===== src/sv/wpm_pkg.sv =====
`timescale 1ns / 1ps
// ----------------------------------------------------------------------------
// wpm_pkg
// shared types, codes and helpers of the word pattern matcher
// ----------------------------------------------------------------------------
package wpm_pkg;

    localparam int CFG_IDX_W = 2;

    // configuration register indexes
    localparam logic [CFG_IDX_W-1:0] REG_PAT_LOW  = 2'd0;
    localparam logic [CFG_IDX_W-1:0] REG_PAT_HIGH = 2'd1;
    localparam logic [CFG_IDX_W-1:0] REG_PAT_LEN  = 2'd2;
    localparam logic [CFG_IDX_W-1:0] REG_MODE     = 2'd3;

    // match modes
    localparam logic [1:0] MODE_SUBSTR = 2'd0;
    localparam logic [1:0] MODE_EXACT  = 2'd1;
    localparam logic [1:0] MODE_NOCASE = 2'd2;

    // record kinds
    localparam logic KIND_WORD = 1'b0;
    localparam logic KIND_LINE = 1'b1;

    localparam logic [7:0] CH_NEWLINE = 8'd10;

    localparam int EV_DEPTH  = 4;
    localparam int OUT_DEPTH = 4;

    localparam logic [31:0] MAX32 = '1;
    localparam logic [9:0]  MAX10 = '1;

    typedef struct packed {
        logic       hit;
        logic       line_close;
        logic       eot;
        logic [8:0] word_index;
    } t_event;

    typedef struct packed {
        logic        record_kind;
        logic [31:0] line_number;
        logic [8:0]  word_index;
        logic [9:0]  line_hit_count;
        logic [9:0]  line_length;
        logic [31:0] total_hits;
        logic [31:0] total_hit_lines;
        logic [9:0]  longest_length;
        logic [31:0] longest_line_number;
        logic        last_of_step;
    } t_record;

    // space . , ? ! ; : ( ) double quote newline, and the zero byte
    function automatic logic is_delim(input logic [7:0] c);
        return c == 8'd0  || c == 8'd32 || c == 8'd46 || c == 8'd44 ||
               c == 8'd63 || c == 8'd33 || c == 8'd59 || c == 8'd58 ||
               c == 8'd40 || c == 8'd41 || c == 8'd34 || c == CH_NEWLINE;
    endfunction

    function automatic logic [7:0] fold_case(input logic [7:0] c);
        return (c >= 8'd65 && c <= 8'd90) ? c + 8'd32 : c;
    endfunction

    function automatic logic [31:0] sat_inc32(input logic [31:0] v);
        return (v == MAX32) ? v : v + 32'd1;
    endfunction

    function automatic logic [9:0] sat_inc10(input logic [9:0] v);
        return (v == MAX10) ? v : v + 10'd1;
    endfunction

endpackage


===== src/sv/wpm_fifo.sv =====
`timescale 1ns / 1ps
// ----------------------------------------------------------------------------
// wpm_fifo
// small first-in first-out queue with registered storage
// ----------------------------------------------------------------------------
module wpm_fifo #(
    parameter int WIDTH = 8,
    parameter int DEPTH = 4
) (
    input  logic             i_clk,
    input  logic             i_rst_n,
    input  logic             i_push,
    input  logic [WIDTH-1:0] i_data,
    output logic             o_full,
    input  logic             i_pop,
    output logic [WIDTH-1:0] o_data,
    output logic             o_empty
);

    localparam int AW = (DEPTH > 1) ? $clog2(DEPTH) : 1;
    localparam int CW = $clog2(DEPTH + 1);
    localparam logic [AW-1:0] LAST = AW'(DEPTH - 1);

    logic [WIDTH-1:0] r_mem [DEPTH];
    logic [AW-1:0]    r_wr;
    logic [AW-1:0]    r_rd;
    logic [CW-1:0]    r_count;
    logic             w_push;
    logic             w_pop;

    assign o_full  = (r_count == CW'(DEPTH));
    assign o_empty = (r_count == '0);
    assign o_data  = r_mem[r_rd];
    assign w_push  = i_push && !o_full;
    assign w_pop   = i_pop && !o_empty;

    always_ff @(posedge i_clk) begin
        if (w_push) begin
            r_mem[r_wr] <= i_data;
        end
    end

    always_ff @(posedge i_clk) begin
        if (!i_rst_n) begin
            r_wr    <= '0;
            r_rd    <= '0;
            r_count <= '0;
        end else begin
            if (w_push) begin
                r_wr <= (r_wr == LAST) ? '0 : r_wr + 1'b1;
            end
            if (w_pop) begin
                r_rd <= (r_rd == LAST) ? '0 : r_rd + 1'b1;
            end
            if (w_push && !w_pop) begin
                r_count <= r_count + 1'b1;
            end else if (w_pop && !w_push) begin
                r_count <= r_count - 1'b1;
            end
        end
    end

endmodule


===== src/sv/wpm_front.sv =====
`timescale 1ns / 1ps
// ----------------------------------------------------------------------------
// wpm_front
// tokenizer and pattern compare: turns bytes into word hit and line events
// ----------------------------------------------------------------------------
module wpm_front #(
    parameter int LINE_BUFFER_BYTES = 1024,
    parameter int PATTERN_BYTES     = 16
) (
    input  logic                             i_clk,
    input  logic                             i_rst_n,
    input  logic                             i_cfg_we,
    input  logic [wpm_pkg::CFG_IDX_W-1:0]    i_cfg_index,
    input  logic [63:0]                      i_cfg_data,
    input  logic                             i_take,
    input  logic [7:0]                       i_char_code,
    input  logic                             i_end_of_text,
    output logic                             o_ev_push,
    output wpm_pkg::t_event                  o_ev,
    output logic [$clog2(LINE_BUFFER_BYTES)-1:0] o_ev_len
);

    import wpm_pkg::*;

    localparam int LW  = $clog2(LINE_BUFFER_BYTES);
    localparam int PLW = $clog2(PATTERN_BYTES + 1);
    localparam int PIW = (PATTERN_BYTES > 1) ? $clog2(PATTERN_BYTES) : 1;
    localparam logic [LW-1:0] BREAK_LEN = LW'(LINE_BUFFER_BYTES - 1);

    // configuration
    logic [7:0]     r_pat [PATTERN_BYTES];
    logic [PLW-1:0] r_plen;
    logic [1:0]     r_mode;

    // word and line state
    logic [7:0]    r_win [PATTERN_BYTES];
    logic [9:0]    r_word_len;
    logic          r_word_eq;
    logic          r_word_hit;
    logic [9:0]    r_words;
    logic [LW-1:0] r_bytes;

    logic [7:0]    w_win [PATTERN_BYTES];
    logic          w_delim;
    logic [LW-1:0] w_bytes_next;
    logic          w_line_close;
    logic [7:0]    w_pat_pos;
    logic [7:0]    w_a;
    logic [7:0]    w_b;
    logic          w_eq_add;
    logic [9:0]    w_len_add;
    logic          w_sub;
    logic          w_hit_add;
    logic [9:0]    w_len_p;
    logic          w_eq_p;
    logic          w_hit_p;
    logic          w_close;
    logic          w_match;
    logic          w_word_hit;

    always_ff @(posedge i_clk) begin
        if (!i_rst_n) begin
            for (int b = 0; b < PATTERN_BYTES; b++) begin
                r_pat[b] <= '0;
            end
            r_plen <= '0;
            r_mode <= MODE_SUBSTR;
        end else if (i_cfg_we) begin
            for (int b = 0; b < PATTERN_BYTES; b++) begin
                if (i_cfg_index == ((b < 8) ? REG_PAT_LOW : REG_PAT_HIGH)) begin
                    r_pat[b] <= i_cfg_data[8*(b%8) +: 8];
                end
            end
            if (i_cfg_index == REG_PAT_LEN) begin
                r_plen <= (i_cfg_data[4:0] > 5'(PATTERN_BYTES)) ?
                          PLW'(PATTERN_BYTES) : PLW'(i_cfg_data[4:0]);
            end
            if (i_cfg_index == REG_MODE) begin
                r_mode <= i_cfg_data[1:0];
            end
        end
    end

    always_comb begin
        w_delim      = is_delim(i_char_code);
        w_bytes_next = r_bytes + 1'b1;
        w_line_close = (i_char_code == CH_NEWLINE) || (w_bytes_next == BREAK_LEN) ||
                       i_end_of_text;

        // prefix compare at the current word position
        w_pat_pos = r_pat[r_word_len[PIW-1:0]];
        w_a       = (r_mode == MODE_NOCASE) ? fold_case(i_char_code) : i_char_code;
        w_b       = (r_mode == MODE_NOCASE) ? fold_case(w_pat_pos) : w_pat_pos;
        w_eq_add  = r_word_eq && (r_word_len < 10'(r_plen)) && (w_a == w_b);
        w_len_add = sat_inc10(r_word_len);

        // substring compare over the byte window, newest byte first
        w_win[0] = i_char_code;
        for (int i = 1; i < PATTERN_BYTES; i++) begin
            w_win[i] = r_win[i-1];
        end
        w_sub = 1'b1;
        for (int i = 0; i < PATTERN_BYTES; i++) begin
            if (PLW'(i) < r_plen) begin
                if (w_win[i] != r_pat[PIW'(int'(r_plen) - 1 - i)]) begin
                    w_sub = 1'b0;
                end
            end
        end
        w_hit_add = r_word_hit ||
                    ((r_plen != '0) && (w_len_add >= 10'(r_plen)) && w_sub);

        w_len_p = w_delim ? r_word_len : w_len_add;
        w_eq_p  = w_delim ? r_word_eq  : w_eq_add;
        w_hit_p = w_delim ? r_word_hit : w_hit_add;
        w_close = (w_delim || w_line_close) && (w_len_p != '0);

        case (r_mode)
            MODE_SUBSTR: w_match = w_hit_p || (r_plen == '0);
            MODE_EXACT, MODE_NOCASE: w_match = w_eq_p && (w_len_p == 10'(r_plen));
            default: w_match = 1'b0;
        endcase
        w_word_hit = w_close && w_match;
    end

    always_ff @(posedge i_clk) begin
        if (i_take && !w_delim) begin
            for (int i = 0; i < PATTERN_BYTES; i++) begin
                r_win[i] <= w_win[i];
            end
        end
    end

    always_ff @(posedge i_clk) begin
        if (!i_rst_n) begin
            r_word_len <= '0;
            r_word_eq  <= 1'b1;
            r_word_hit <= 1'b0;
            r_words    <= '0;
            r_bytes    <= '0;
        end else if (i_take) begin
            if (i_end_of_text) begin
                r_word_len <= '0;
                r_word_eq  <= 1'b1;
                r_word_hit <= 1'b0;
                r_words    <= '0;
                r_bytes    <= '0;
            end else begin
                if (w_close) begin
                    r_word_len <= '0;
                    r_word_eq  <= 1'b1;
                    r_word_hit <= 1'b0;
                    r_words    <= sat_inc10(r_words);
                end else begin
                    r_word_len <= w_len_p;
                    r_word_eq  <= w_eq_p;
                    r_word_hit <= w_hit_p;
                end
                if (w_line_close) begin
                    r_bytes <= '0;
                    r_words <= '0;
                end else begin
                    r_bytes <= w_bytes_next;
                end
            end
        end
    end

    assign o_ev_push       = i_take && (w_word_hit || w_line_close);
    assign o_ev.hit        = w_word_hit;
    assign o_ev.line_close = w_line_close;
    assign o_ev.eot        = i_end_of_text;
    assign o_ev.word_index = r_words[8:0];
    assign o_ev_len        = w_bytes_next;

endmodule


===== src/sv/wpm_back.sv =====
`timescale 1ns / 1ps
// ----------------------------------------------------------------------------
// wpm_back
// hit and line bookkeeping: turns events into word and line records
// ----------------------------------------------------------------------------
module wpm_back #(
    parameter int LINE_BUFFER_BYTES = 1024
) (
    input  logic                                 i_clk,
    input  logic                                 i_rst_n,
    input  logic                                 i_ev_valid,
    input  wpm_pkg::t_event                      i_ev,
    input  logic [$clog2(LINE_BUFFER_BYTES)-1:0] i_ev_len,
    output logic                                 o_ev_pop,
    input  logic                                 i_out_full,
    output logic                                 o_rec_push,
    output wpm_pkg::t_record                     o_rec
);

    import wpm_pkg::*;

    localparam int LW = $clog2(LINE_BUFFER_BYTES);

    typedef enum logic {
        PH_WORD,
        PH_LINE
    } t_phase;

    t_phase        r_phase;
    logic [9:0]    r_hits;
    logic [31:0]   r_line;
    logic [31:0]   r_total;
    logic [31:0]   r_hit_lines;
    logic [LW-1:0] r_longest;
    logic [31:0]   r_longest_at;

    logic          w_fire;
    logic          w_word;
    logic [9:0]    w_hits_inc;
    logic [31:0]   w_total_inc;
    logic [31:0]   w_hit_lines_inc;
    logic          w_longer;
    logic [LW-1:0] w_longest_new;
    logic [31:0]   w_longest_at_new;

    always_comb begin
        w_fire           = i_ev_valid && !i_out_full;
        w_word           = (r_phase == PH_WORD) && i_ev.hit;
        w_hits_inc       = sat_inc10(r_hits);
        w_total_inc      = sat_inc32(r_total);
        w_hit_lines_inc  = (r_hits == '0) ? sat_inc32(r_hit_lines) : r_hit_lines;
        w_longer         = i_ev_len > r_longest;
        w_longest_new    = w_longer ? i_ev_len : r_longest;
        w_longest_at_new = w_longer ? r_line : r_longest_at;

        o_rec_push = w_fire;
        o_ev_pop   = w_fire && !(w_word && i_ev.line_close);

        o_rec.line_number = r_line;
        o_rec.line_length = 10'(i_ev_len);
        if (w_word) begin
            o_rec.record_kind         = KIND_WORD;
            o_rec.word_index          = i_ev.word_index;
            o_rec.line_hit_count      = w_hits_inc;
            o_rec.total_hits          = w_total_inc;
            o_rec.total_hit_lines     = w_hit_lines_inc;
            o_rec.longest_length      = 10'(r_longest);
            o_rec.longest_line_number = r_longest_at;
            o_rec.last_of_step        = !i_ev.line_close;
        end else begin
            o_rec.record_kind         = KIND_LINE;
            o_rec.word_index          = '0;
            o_rec.line_hit_count      = r_hits;
            o_rec.total_hits          = r_total;
            o_rec.total_hit_lines     = r_hit_lines;
            o_rec.longest_length      = 10'(w_longest_new);
            o_rec.longest_line_number = w_longest_at_new;
            o_rec.last_of_step        = 1'b1;
        end
    end

    always_ff @(posedge i_clk) begin
        if (!i_rst_n) begin
            r_phase      <= PH_WORD;
            r_hits       <= '0;
            r_line       <= '0;
            r_total      <= '0;
            r_hit_lines  <= '0;
            r_longest    <= '0;
            r_longest_at <= '0;
        end else if (w_fire) begin
            if (w_word) begin
                r_hits      <= w_hits_inc;
                r_total     <= w_total_inc;
                r_hit_lines <= w_hit_lines_inc;
                r_phase     <= i_ev.line_close ? PH_LINE : PH_WORD;
            end else begin
                r_phase <= PH_WORD;
                if (i_ev.eot) begin
                    r_hits       <= '0;
                    r_line       <= '0;
                    r_total      <= '0;
                    r_hit_lines  <= '0;
                    r_longest    <= '0;
                    r_longest_at <= '0;
                end else begin
                    r_longest    <= w_longest_new;
                    r_longest_at <= w_longest_at_new;
                    r_line       <= sat_inc32(r_line);
                    r_hits       <= '0;
                end
            end
        end
    end

endmodule


===== src/sv/word_pattern_matcher_top.sv =====
`timescale 1ns / 1ps
// ----------------------------------------------------------------------------
// word_pattern_matcher_top
// byte stream word splitter and pattern matcher with per-line statistics
// ----------------------------------------------------------------------------
// One text byte is taken per clock whenever full is low; full rises only when
// the four-entry event queue between the tokenizer and the bookkeeping stage
// is full. A byte's event is registered in the event queue, and its records are
// then registered in the result queue, where they can be popped. The
// bookkeeping stage writes one record per cycle while the result queue has
// room, so a byte that both ends a matching word and closes its line holds
// that stage until both of its records are written; all other bytes yield
// one record or none there. Sustained rate is one byte per cycle while results
// are popped as fast as they come. There is no clearing pass after reset.

module word_pattern_matcher_top #(
    parameter int LINE_BUFFER_BYTES = 1024,
    parameter int PATTERN_BYTES     = 16
) (
    input  logic                          i_clk,
    input  logic                          i_rst_n,
    // configuration writes
    input  logic                          i_cfg_we,
    input  logic [wpm_pkg::CFG_IDX_W-1:0] i_cfg_index,
    input  logic [63:0]                   i_cfg_data,
    // text byte side
    input  logic                          push,
    output logic                          full,
    input  logic [7:0]                    i_char_code,
    input  logic                          i_end_of_text,
    // record side
    output logic                          empty,
    input  logic                          pop,
    output logic                          o_record_kind,
    output logic [31:0]                   o_line_number,
    output logic [8:0]                    o_word_index,
    output logic [9:0]                    o_line_hit_count,
    output logic [9:0]                    o_line_length,
    output logic [31:0]                   o_total_hits,
    output logic [31:0]                   o_total_hit_lines,
    output logic [9:0]                    o_longest_length,
    output logic [31:0]                   o_longest_line_number,
    output logic                          o_last_of_step
);

    import wpm_pkg::*;

    localparam int LW  = $clog2(LINE_BUFFER_BYTES);
    localparam int EVW = $bits(t_event) + LW;
    localparam int RW  = $bits(t_record);

    // front side: a pushed byte is taken when the event queue has room
    logic           w_take;
    logic           w_ev_push;
    t_event         w_ev_in;
    logic [LW-1:0]  w_ev_len_in;

    // event queue
    logic           w_ev_full;
    logic           w_ev_empty;
    logic           w_ev_pop;
    logic [EVW-1:0] w_ev_q;
    t_event         w_ev_head;
    logic [LW-1:0]  w_ev_len;

    // result queue
    logic           w_rec_push;
    t_record        w_rec;
    logic           w_out_full;
    logic [RW-1:0]  w_out_q;
    t_record        w_out_head;

    assign w_take = push && !full;
    assign full   = w_ev_full;

    wpm_front #(
        .LINE_BUFFER_BYTES (LINE_BUFFER_BYTES),
        .PATTERN_BYTES     (PATTERN_BYTES)
    ) u_front (
        .i_clk         (i_clk),
        .i_rst_n       (i_rst_n),
        .i_cfg_we      (i_cfg_we),
        .i_cfg_index   (i_cfg_index),
        .i_cfg_data    (i_cfg_data),
        .i_take        (w_take),
        .i_char_code   (i_char_code),
        .i_end_of_text (i_end_of_text),
        .o_ev_push     (w_ev_push),
        .o_ev          (w_ev_in),
        .o_ev_len      (w_ev_len_in)
    );

    // events carry the hit, line-close and end-of-text flags and the word index plus the running line length
    wpm_fifo #(
        .WIDTH (EVW),
        .DEPTH (EV_DEPTH)
    ) u_ev_fifo (
        .i_clk   (i_clk),
        .i_rst_n (i_rst_n),
        .i_push  (w_ev_push),
        .i_data  ({w_ev_in, w_ev_len_in}),
        .o_full  (w_ev_full),
        .i_pop   (w_ev_pop),
        .o_data  (w_ev_q),
        .o_empty (w_ev_empty)
    );

    assign w_ev_head = t_event'(w_ev_q[EVW-1:LW]);
    assign w_ev_len  = w_ev_q[LW-1:0];

    wpm_back #(
        .LINE_BUFFER_BYTES (LINE_BUFFER_BYTES)
    ) u_back (
        .i_clk      (i_clk),
        .i_rst_n    (i_rst_n),
        .i_ev_valid (!w_ev_empty),
        .i_ev       (w_ev_head),
        .i_ev_len   (w_ev_len),
        .o_ev_pop   (w_ev_pop),
        .i_out_full (w_out_full),
        .o_rec_push (w_rec_push),
        .o_rec      (w_rec)
    );

    // finished records wait here until the consumer pops them
    wpm_fifo #(
        .WIDTH (RW),
        .DEPTH (OUT_DEPTH)
    ) u_out_fifo (
        .i_clk   (i_clk),
        .i_rst_n (i_rst_n),
        .i_push  (w_rec_push),
        .i_data  (w_rec),
        .o_full  (w_out_full),
        .i_pop   (pop),
        .o_data  (w_out_q),
        .o_empty (empty)
    );

    assign w_out_head            = t_record'(w_out_q);
    assign o_record_kind         = w_out_head.record_kind;
    assign o_line_number         = w_out_head.line_number;
    assign o_word_index          = w_out_head.word_index;
    assign o_line_hit_count      = w_out_head.line_hit_count;
    assign o_line_length         = w_out_head.line_length;
    assign o_total_hits          = w_out_head.total_hits;
    assign o_total_hit_lines     = w_out_head.total_hit_lines;
    assign o_longest_length      = w_out_head.longest_length;
    assign o_longest_line_number = w_out_head.longest_line_number;
    assign o_last_of_step        = w_out_head.last_of_step;

    // every queued event has something to report
    a_ev_nonempty: assert property (@(posedge i_clk) disable iff (!i_rst_n)
        (!w_ev_empty && !w_ev_head.hit) |-> w_ev_head.line_close)
        else $error("queued event carries neither a word hit nor a line close");

    // the record stage never writes into a full result queue
    a_rec_room: assert property (@(posedge i_clk) disable iff (!i_rst_n)
        w_rec_push |-> !w_out_full)
        else $error("record written while result queue is full");

    // end of text always closes a line, so an event must be queued
    a_eot_event: assert property (@(posedge i_clk) disable iff (!i_rst_n)
        (w_take && i_end_of_text) |=> !w_ev_empty)
        else $error("end of text word left no event behind");

    // a line record always ends the records of its byte
    a_line_last: assert property (@(posedge i_clk) disable iff (!i_rst_n)
        (!empty && o_record_kind == KIND_LINE) |-> o_last_of_step)
        else $error("line record not marked as last of its byte");

endmodule

===== config.mk =====
export PLATFORM = sky130hd
export DESIGN_NAME = word_pattern_matcher_top
export DESIGN_NICKNAME = d
export VERILOG_FILES = /design/src/sv/wpm_pkg.sv /design/src/sv/wpm_fifo.sv /design/src/sv/wpm_front.sv /design/src/sv/wpm_back.sv /design/src/sv/word_pattern_matcher_top.sv
export SDC_FILE = /design/constraint.sdc
export NUM_CORES = 2
export LEC_CHECK = 0
export BUFFER_PORTS_ARGS = -buffer_cell sky130_fd_sc_hd__buf_2
export CAP_MARGIN = 10
export CORE_MARGIN = 3
export CORE_UTILIZATION = 57
export CTS_CLUSTER_DIAMETER = 100
export DETAILED_ROUTE_END_ITERATION = 7
export GPL_TIMING_DRIVEN = 0
export PLACE_DENSITY = 0.75
export SYNTH_ARGS = -nofsm -noshare
export SYNTH_HDL_FRONTEND = slang
export SYNTH_SLANG_ARGS = --single-unit

===== constraint.sdc =====
create_clock -name i_clk -period 10.1 [get_ports i_clk]
set_input_delay 2.525 -clock i_clk [delete_from_list [all_inputs] [get_ports i_clk]]
set_output_delay 2.525 -clock i_clk [all_outputs]
set_load 0.01 [all_outputs]

---- Word level (Yosys, flattened, before mapping) ----
Memory sizes are Yosys's and may differ from the RTL's. A register that Yosys moved wholly into a read port is not among the register bits.
Cells that the tools add are included.
word-level totals
  register bits after elaboration ......... 202
  bits in latches ......................... 0
  memory bits (writable) .................. 1,020
  bits in read-only memories .............. 0
  input bits .............................. 80
  output and inout bits ................... 171
  memories ................................ 4
memories
  memory            depth  width  read ports  clocked after Yosys merged registers in  write ports  RTL line         RTL
  u_out_fifo.r_mem  4      169    1           1                                        1            wpm_fifo.sv:24   logic [WIDTH-1:0] r_mem [DEPTH];
  u_front.r_pat     16     8      17          1                                        16           wpm_front.sv:31  logic [7:0] r_pat [PATTERN_BYTES];
  u_front.r_win     16     8      15          0                                        16           wpm_front.sv:36  logic [7:0] r_win [PATTERN_BYTES];
  u_ev_fifo.r_mem   4      22     1           1                                        1            wpm_fifo.sv:24
cells by class
  add/sub/neg operators ................... 33
  $mul .................................... 0
  divide/modulo/power cells ............... 0
  magnitude comparators ................... 24
  equality and inequality tests ........... 49
  shifts and indexed selects .............. 0
  muxes and demuxes ....................... 118
  bitwise gates (word level) .............. 18
  reductions and logical operators ........ 72
operators with widths
  operator               number
  $mux 32                10
  $mux 8                 20
  $mux 10                14
  $ne 8x8->1             16
  $mux 107               1
  $add 32x1->32 const B  3
  $eq 32x32->1 const B   3
  $eq 8x6->1 const B     10
  $mux 1                 56
  $add 10x1->10 const B  4
  $eq 10x10->1 const B   4
  $lt 4x5->1 const A     8
  $sub 4x4->4 const B    8
  $logic_and 1x1->1      24
  $lt 3x5->1 const A     4
  $mux 19                1
  $logic_or 1x1->1       17
  $add 8x6->8 const B    2
  $ge 8x7->1 const B     2
  $le 8x7->1 const B     2
  $mux 2                 8
  $or 1x1->1             16
  $sub 4x3->4 const B    4
  $eq 2x2->1 const B     7
  other kinds (36)       70

---- Longest topological paths before layout ----
An unclocked memory read counts as a cell.
  word-level depth ........................ 48
  mapped depth ............................ 22

---- Modules after synthesis ----
Synthesis repeated with hierarchy kept, for this count alone.
second synthesis, totals
  cells, all modules ...................... 3,998
  area, all modules ....................... 59,119.2 µm²
modules (own cells, without submodules)
  module                    times used  cells each  area each (µm²)  seq. area each (µm²)
  wpm_fifo at u_out_fifo    1           934         24,850.1         20,479.6
  wpm_front                 1           1,797       21,654.5         8,308.0
  wpm_back                  1           1,100       8,866.0          2,982.9
  wpm_fifo at u_ev_fifo     1           165         3,731.1          2,822.7
  word_pattern_matcher_top  1           2           17.5             0.0

---- Worst setup path before layout ----
OpenSTA, ideal clock, no wires.
  kind .................................... input to register
  start point ............................. in i_char_code[1]
  end point ............................... mem u_front.r_win[0][0] (enable)
  setup time .............................. 0.600 ns
  data arrival time ....................... 8.303 ns
  required time ........................... 9.500 ns
  slack ................................... 1.197 ns
  cell stages on the path ................. 6
  path buffers ............................ 1
  cells stage by stage .................... buf_2 > nand2_1 > nor3_1 > or4b_1 > nand2_1 > nor2_1
RTL lines
  element          RTL line                        RTL
  start, declared  word_pattern_matcher_top.sv:29  input logic [7:0] i_char_code,
  end, declared    wpm_front.sv:36

---- Final worst setup path ----
  start point ............................. reg u_front.r_plen[0]
  end point ............................... mem u_ev_fifo.r_mem[2][21] in the netlist's numbering, data pin
on the way
  longest elaborated chain between the ends .. 41
  elaborated cells on any way between the ends .. 97
RTL lines
  element                                                RTL line          RTL
  start, declared                                        wpm_front.sv:32   logic [PLW-1:0] r_plen;
  start signal, assigned                                 wpm_front.sv:75   r_plen <= (i_cfg_data[4:0] > 5'(PATTERN_BYTES)) ?
  branches (longest 39 deep; another with $mem_v2 16x8)  -
  $pmux 1 s2 (*)                                         wpm_front.sv:118  case (r_mode)
  $logic_and 1x1->1 (*)                                  wpm_front.sv:123  w_word_hit = w_close && w_match;
  named net u_ev_fifo.i_data[21]                         wpm_fifo.sv:13    input logic [WIDTH-1:0] i_data,
  end, declared                                          wpm_fifo.sv:24
Mark *: on every way through the listed nets, which the timed path passes.

==> results.md <==
- The final setup slack of the worst path is 1910 ps.
- The final RePlAce weighted congestion is 0.974.
- The detailed router used layers up to and including met5.
- The number of placed I/O pins is 251.
- The critical hold path startpoint is u_front.r_win[0][37]$_DFFE_PP_.
- VDD sags by at most 0.000191 V.
- The met3 routed wirelength is 12600 um.
- The count of placed standard cells in the final layout, fillers left out is 5877.
- The area used by multi-input combinational logic is 22800 um2.
- The adder-cell share of the synthesized area is 0.0120.
- The share of synthesized area occupied by flip-flops and latches is 0.591.
- The detailed router put a total of 65200 um of wire on met1.
- Measured in cells, the most critical reg-to-reg path has a length of 22.
- The worst register-to-register path begins at u_front.r_plen[0]$_SDFFE_PN0P_.
- The repair_antennas step left the layout with diodes totalling 0.
- The number of setup buffers added after CTS is 0.
- Synthesis produced a netlist whose cell count is 4027.
- The critical path is of the reg2reg type.
- The floorplan step defined a die boundary enclosing 107000 um2.
- For this design, the CTS-stage hold fixing added 0 buffers.
- During synthesis, Yosys emitted a total of 0 warnings.
- For this configuration, the core starts out at a cell density of 0.580.
- In the routed design, unresolved DRC markers number 0.
- From synthesis to final layout, the design area changed by 12.8%.
- Of the total synthesized cell area, the portion taken by AND, OR, NAND and NOR gates is 0.0968.
- On the worst path, the slowest cell contributes a delay of 740 ps.
- After detailed routing, the average wire length per cell comes to 28.0 um.
- Including well taps, the total number of placed cells is 5648.
- The utilization after layout is 0.654.
- The fraction of synthesized area in multiplexers is 0.190.
- The region available for standard cell placement spans 101000 um2.
- The count of nets after finishing is 4548.
- The xor and xnor fraction of the mapped netlist area is 0.0436.
- The first global-routing pass estimated 241000 um of wire.
- The average size of a mapped cell is 14.5 um2.
- The site row count is 116.
- In this run the tightest slew margin relative to its limit is 0.152.
- The number of filler cells placed in the layout is 7229.
- The count of buffer and inverter cells on the critical path is 9.
- In this run the cell area measured after placement is 61900 um2.
- The fraction of final layout cells with drive strength greater than 1 is 0.218.
- The number of port buffers is 249.
- The slowest stage of the critical path is the xnor2_2 cell.
- Across the whole layout, storage elements account for 34600 um2.
- The clock edge transition at the registers on the reported setup and hold paths is 60 ps.
- TritonCTS built the clock tree.
- The prevailing post-synth register cell is edfxtp_1.
- Global routing finished with a remaining overflow of 0.
- The routed layout has 37200 vias.
- The later-pin clock latency in the skew report is 720 ps.
- The complex-gate fraction of the synthesized area came to 0.0464.
- The library cell used most frequently in the layout, excluding fill and tap cells, is edfxtp_1.
- The path class of the tightest hold or removal check is reg2reg.
- From bottom edge to top edge, the die measures 326 um.
- The number of failing hold endpoints at the final stage is 0.
- The critical path capture point type is a flop.
- The count of final max-slew check failures was 0.
- The detailed-router iteration count before antenna repair is 6.
- The die is 326 um wide.
- Once detailed placement completed, the half-perimeter wirelength came to 120000 um.
- Setup repair after global routing left no endpoint under its margin.
- The highest net fanout along the worst path is 11.
- The post-cts resize count is 0.
- The number of flip-flops and latches in the synthesized netlist is 1222.
- In this run the deepest clock path goes through 3 buffers.
- The vias per cell is 6.34.
- The share of synthesized registers carrying an async set or reset is 0.
- In this run the worst setup path begins at u_front.r_plen[0]$_SDFFE_PN0P_.
- The flow ran to the end, and the final reports show no timing, DRC or antenna violations.
- Dividing the final minimum period by the clock period gives 0.811.
- In this run the clock root is driven by a clkbuf_16.
- The number of enable-type register cells in the synthesized netlist is 1012.
- The critical path goes through buf_4 > inv_1 > buf_2 > buf_1 > ha_1 > buf_2 > buf_2 > clkbuf_1 > inv_1 > ha_1 > o21ai_0 > a21oi_1 > xnor2_2 > buf_2 > mux4_2 > xor2_1 > nand4_1 > nor4_1 > a41oi_1 > a31oi_1 > nand4b_1 > o21bai_1.
- The routed length on met2 is 78200 um.
- Clock tree synthesis found a total of 1222 sinks.
- The number of global-route vias before repair came to 36500.
- The combinational family with the most area after synthesis is multiplexers.
- The smallest clock period supported by the final layout is computed as 8190 ps.
- In this run the remaining antenna-violating nets after routing total 0.
- The required arrival time at the worst endpoint is 10620 ps.
- The number of DRC violations after detailed-routing iteration 0 is 4026.
- The type of origin of the critical path is a flop.
- For the pin with the worst max-slew slack, the measured transition is 1270 ps.
- The number of nets produced by synthesis is 4162.
- With fillers left out, the area of the finished cells amounts to 66000 um2.
- The final setup violation count is 0.
- The pre-CTS setup slack is 2020 ps.
- The power density of the placed cells is 244 nW/um2.
- Leaving out fill and tap cells, the most frequent cells in the layout are edfxtp_1, mux4_2, buf_2, nand2_1, mux2i_1.
- Data on the critical path arrives at its endpoint at 8710 ps.
- Adding up every negative setup slack in the final design gives 0 ps.
- Between clock sinks in the finished design, the worst skew comes to 45.7 ps.
- Counting buffers and inverters, the worst setup path is 22 cells deep.
- The number of antenna violations at the first check in global routing is 5.
- Summed over all layers, the routed wires come to 164000 um.
- The netlist uses 80 different library cells.
- The number of CTS-inserted buffers is 120.
- The number of cells traversed by the worst hold path is 0.
- The H-tree was split into 3 levels.
- The synthesized netlist occupies a cell area of 58500 um2.
- The total leakage power is 22.5 nW.
- For this run, the total global-route usage over all layers was measured as 0.306.
- The largest net degree at the start of global routing is 65.
- For this run, the top clock speed supported by timing is 122 MHz.
- Counting stages on the worst path, the most repeated cell is buf_2.
- The gate family responsible for the most delay along the worst path is buffers and inverters.
- The max-cap check violation count is 0.
worst register-to-register path, delay by kind of cell (launching register included):
kind            cells  cell delay [ps]
mux                 1              450
compound gates      5             1100
fa+ha+maj           2              840
xor+xnor            2             1010
buf+inv             9             3400
simple gates        3              790
flops               1              400
registers in the layout, indices dropped and copies added, names as in the netlist, 5 cells and up, named ones only:
| register | flops |
|---|---|
| u_back.r_hit_lines | 32 |
| u_back.r_hits | 10 |
| u_back.r_line | 32 |
| u_back.r_longest | 10 |
| u_back.r_longest_at | 32 |
| u_back.r_total | 32 |
| u_ev_fifo.r_mem | 88 |
| u_front.r_bytes | 10 |
| u_front.r_pat | 128 |
| u_front.r_plen | 5 |
| u_front.r_win | 120 |
| u_front.r_word_len | 10 |
| u_front.r_words | 10 |
| u_out_fifo.r_mem | 676 |
metrics by stage:
step                      power [mW]  hold slack [ps]
after floorplan                 9.76              426
after global placement          11.5              451
after detailed placement        11.6              443
after CTS                       16.2              430
after global routing            16.7              439
final                           16.1              441
routing by layer:
layer  global-route usage  vias up
met1                0.417    18800
met4                0.141        4
met2                0.488     1844
met3               0.0502      343
li1                     -    16300
met5                    0        -
path summary, 6_finish.rpt:
check             slack (ps)                          endpoint
hold reg to reg          440    u_front.r_win[0][45]$_DFFE_PP_
setup / recovery        1910  u_ev_fifo.r_mem[2][21]$_DFFE_PP_
setup reg to reg        1910  u_ev_fifo.r_mem[2][21]$_DFFE_PP_
hold / removal           440    u_front.r_win[0][45]$_DFFE_PP_
cell usage after synthesis, drive strengths merged (12+ instances only):
library cell,number,area share
a211oi,13,0.0017
a21boi,25,0.0032
a21o,21,0.0027
a21oi,102,0.0091
a22oi,67,0.0086
a31oi,15,0.0016
and2,158,0.017
and3,46,0.0049
buf,95,0.0086
clkbuf,145,0.0093
dfxtp,210,0.072
edfxtp,1012,0.52
ha,53,0.011
inv,41,0.0028
mux2,89,0.017
mux2i,217,0.037
mux4,352,0.14
nand2,282,0.018
nand3,61,0.0052
nand4,43,0.0046
nor2,185,0.012
nor2b,134,0.014
nor3,76,0.0069
nor3b,12,0.0015
nor4,30,0.0032
o21ai,139,0.012
or3,25,0.0027
xnor2,157,0.026
xor2,120,0.018
area by class of cell:
cell class	count	area share
inverter	42	0.00250
clock buffer	177	0.0521
multi-input combinational	2523	0.345
clock inverter	52	0.0103
sequential	1222	0.524
buffer	240	0.0159
timing repair buffer	264	0.0247
tap	1357	0.0257
report_power, final:
group	internal (mW)	switching (mW)	total, mW
Clock	2.63	1.94	4.57
Combinational	1.74	2.89	4.62
Sequential	6.57	0.329	6.90
Total	10.9	5.15	16.1
cell families (layout without fill, tap and decap cells):
family / count (synthesis) / in the layout
compound gates: 432 / 432
xor+xnor: 277 / 277
fa+ha+maj: 55 / 55
buf+inv: 282 / 775
flops: 1222 / 1222
mux: 658 / 658
simple gates: 1101 / 1101
(Power assumes the default switching activity.)
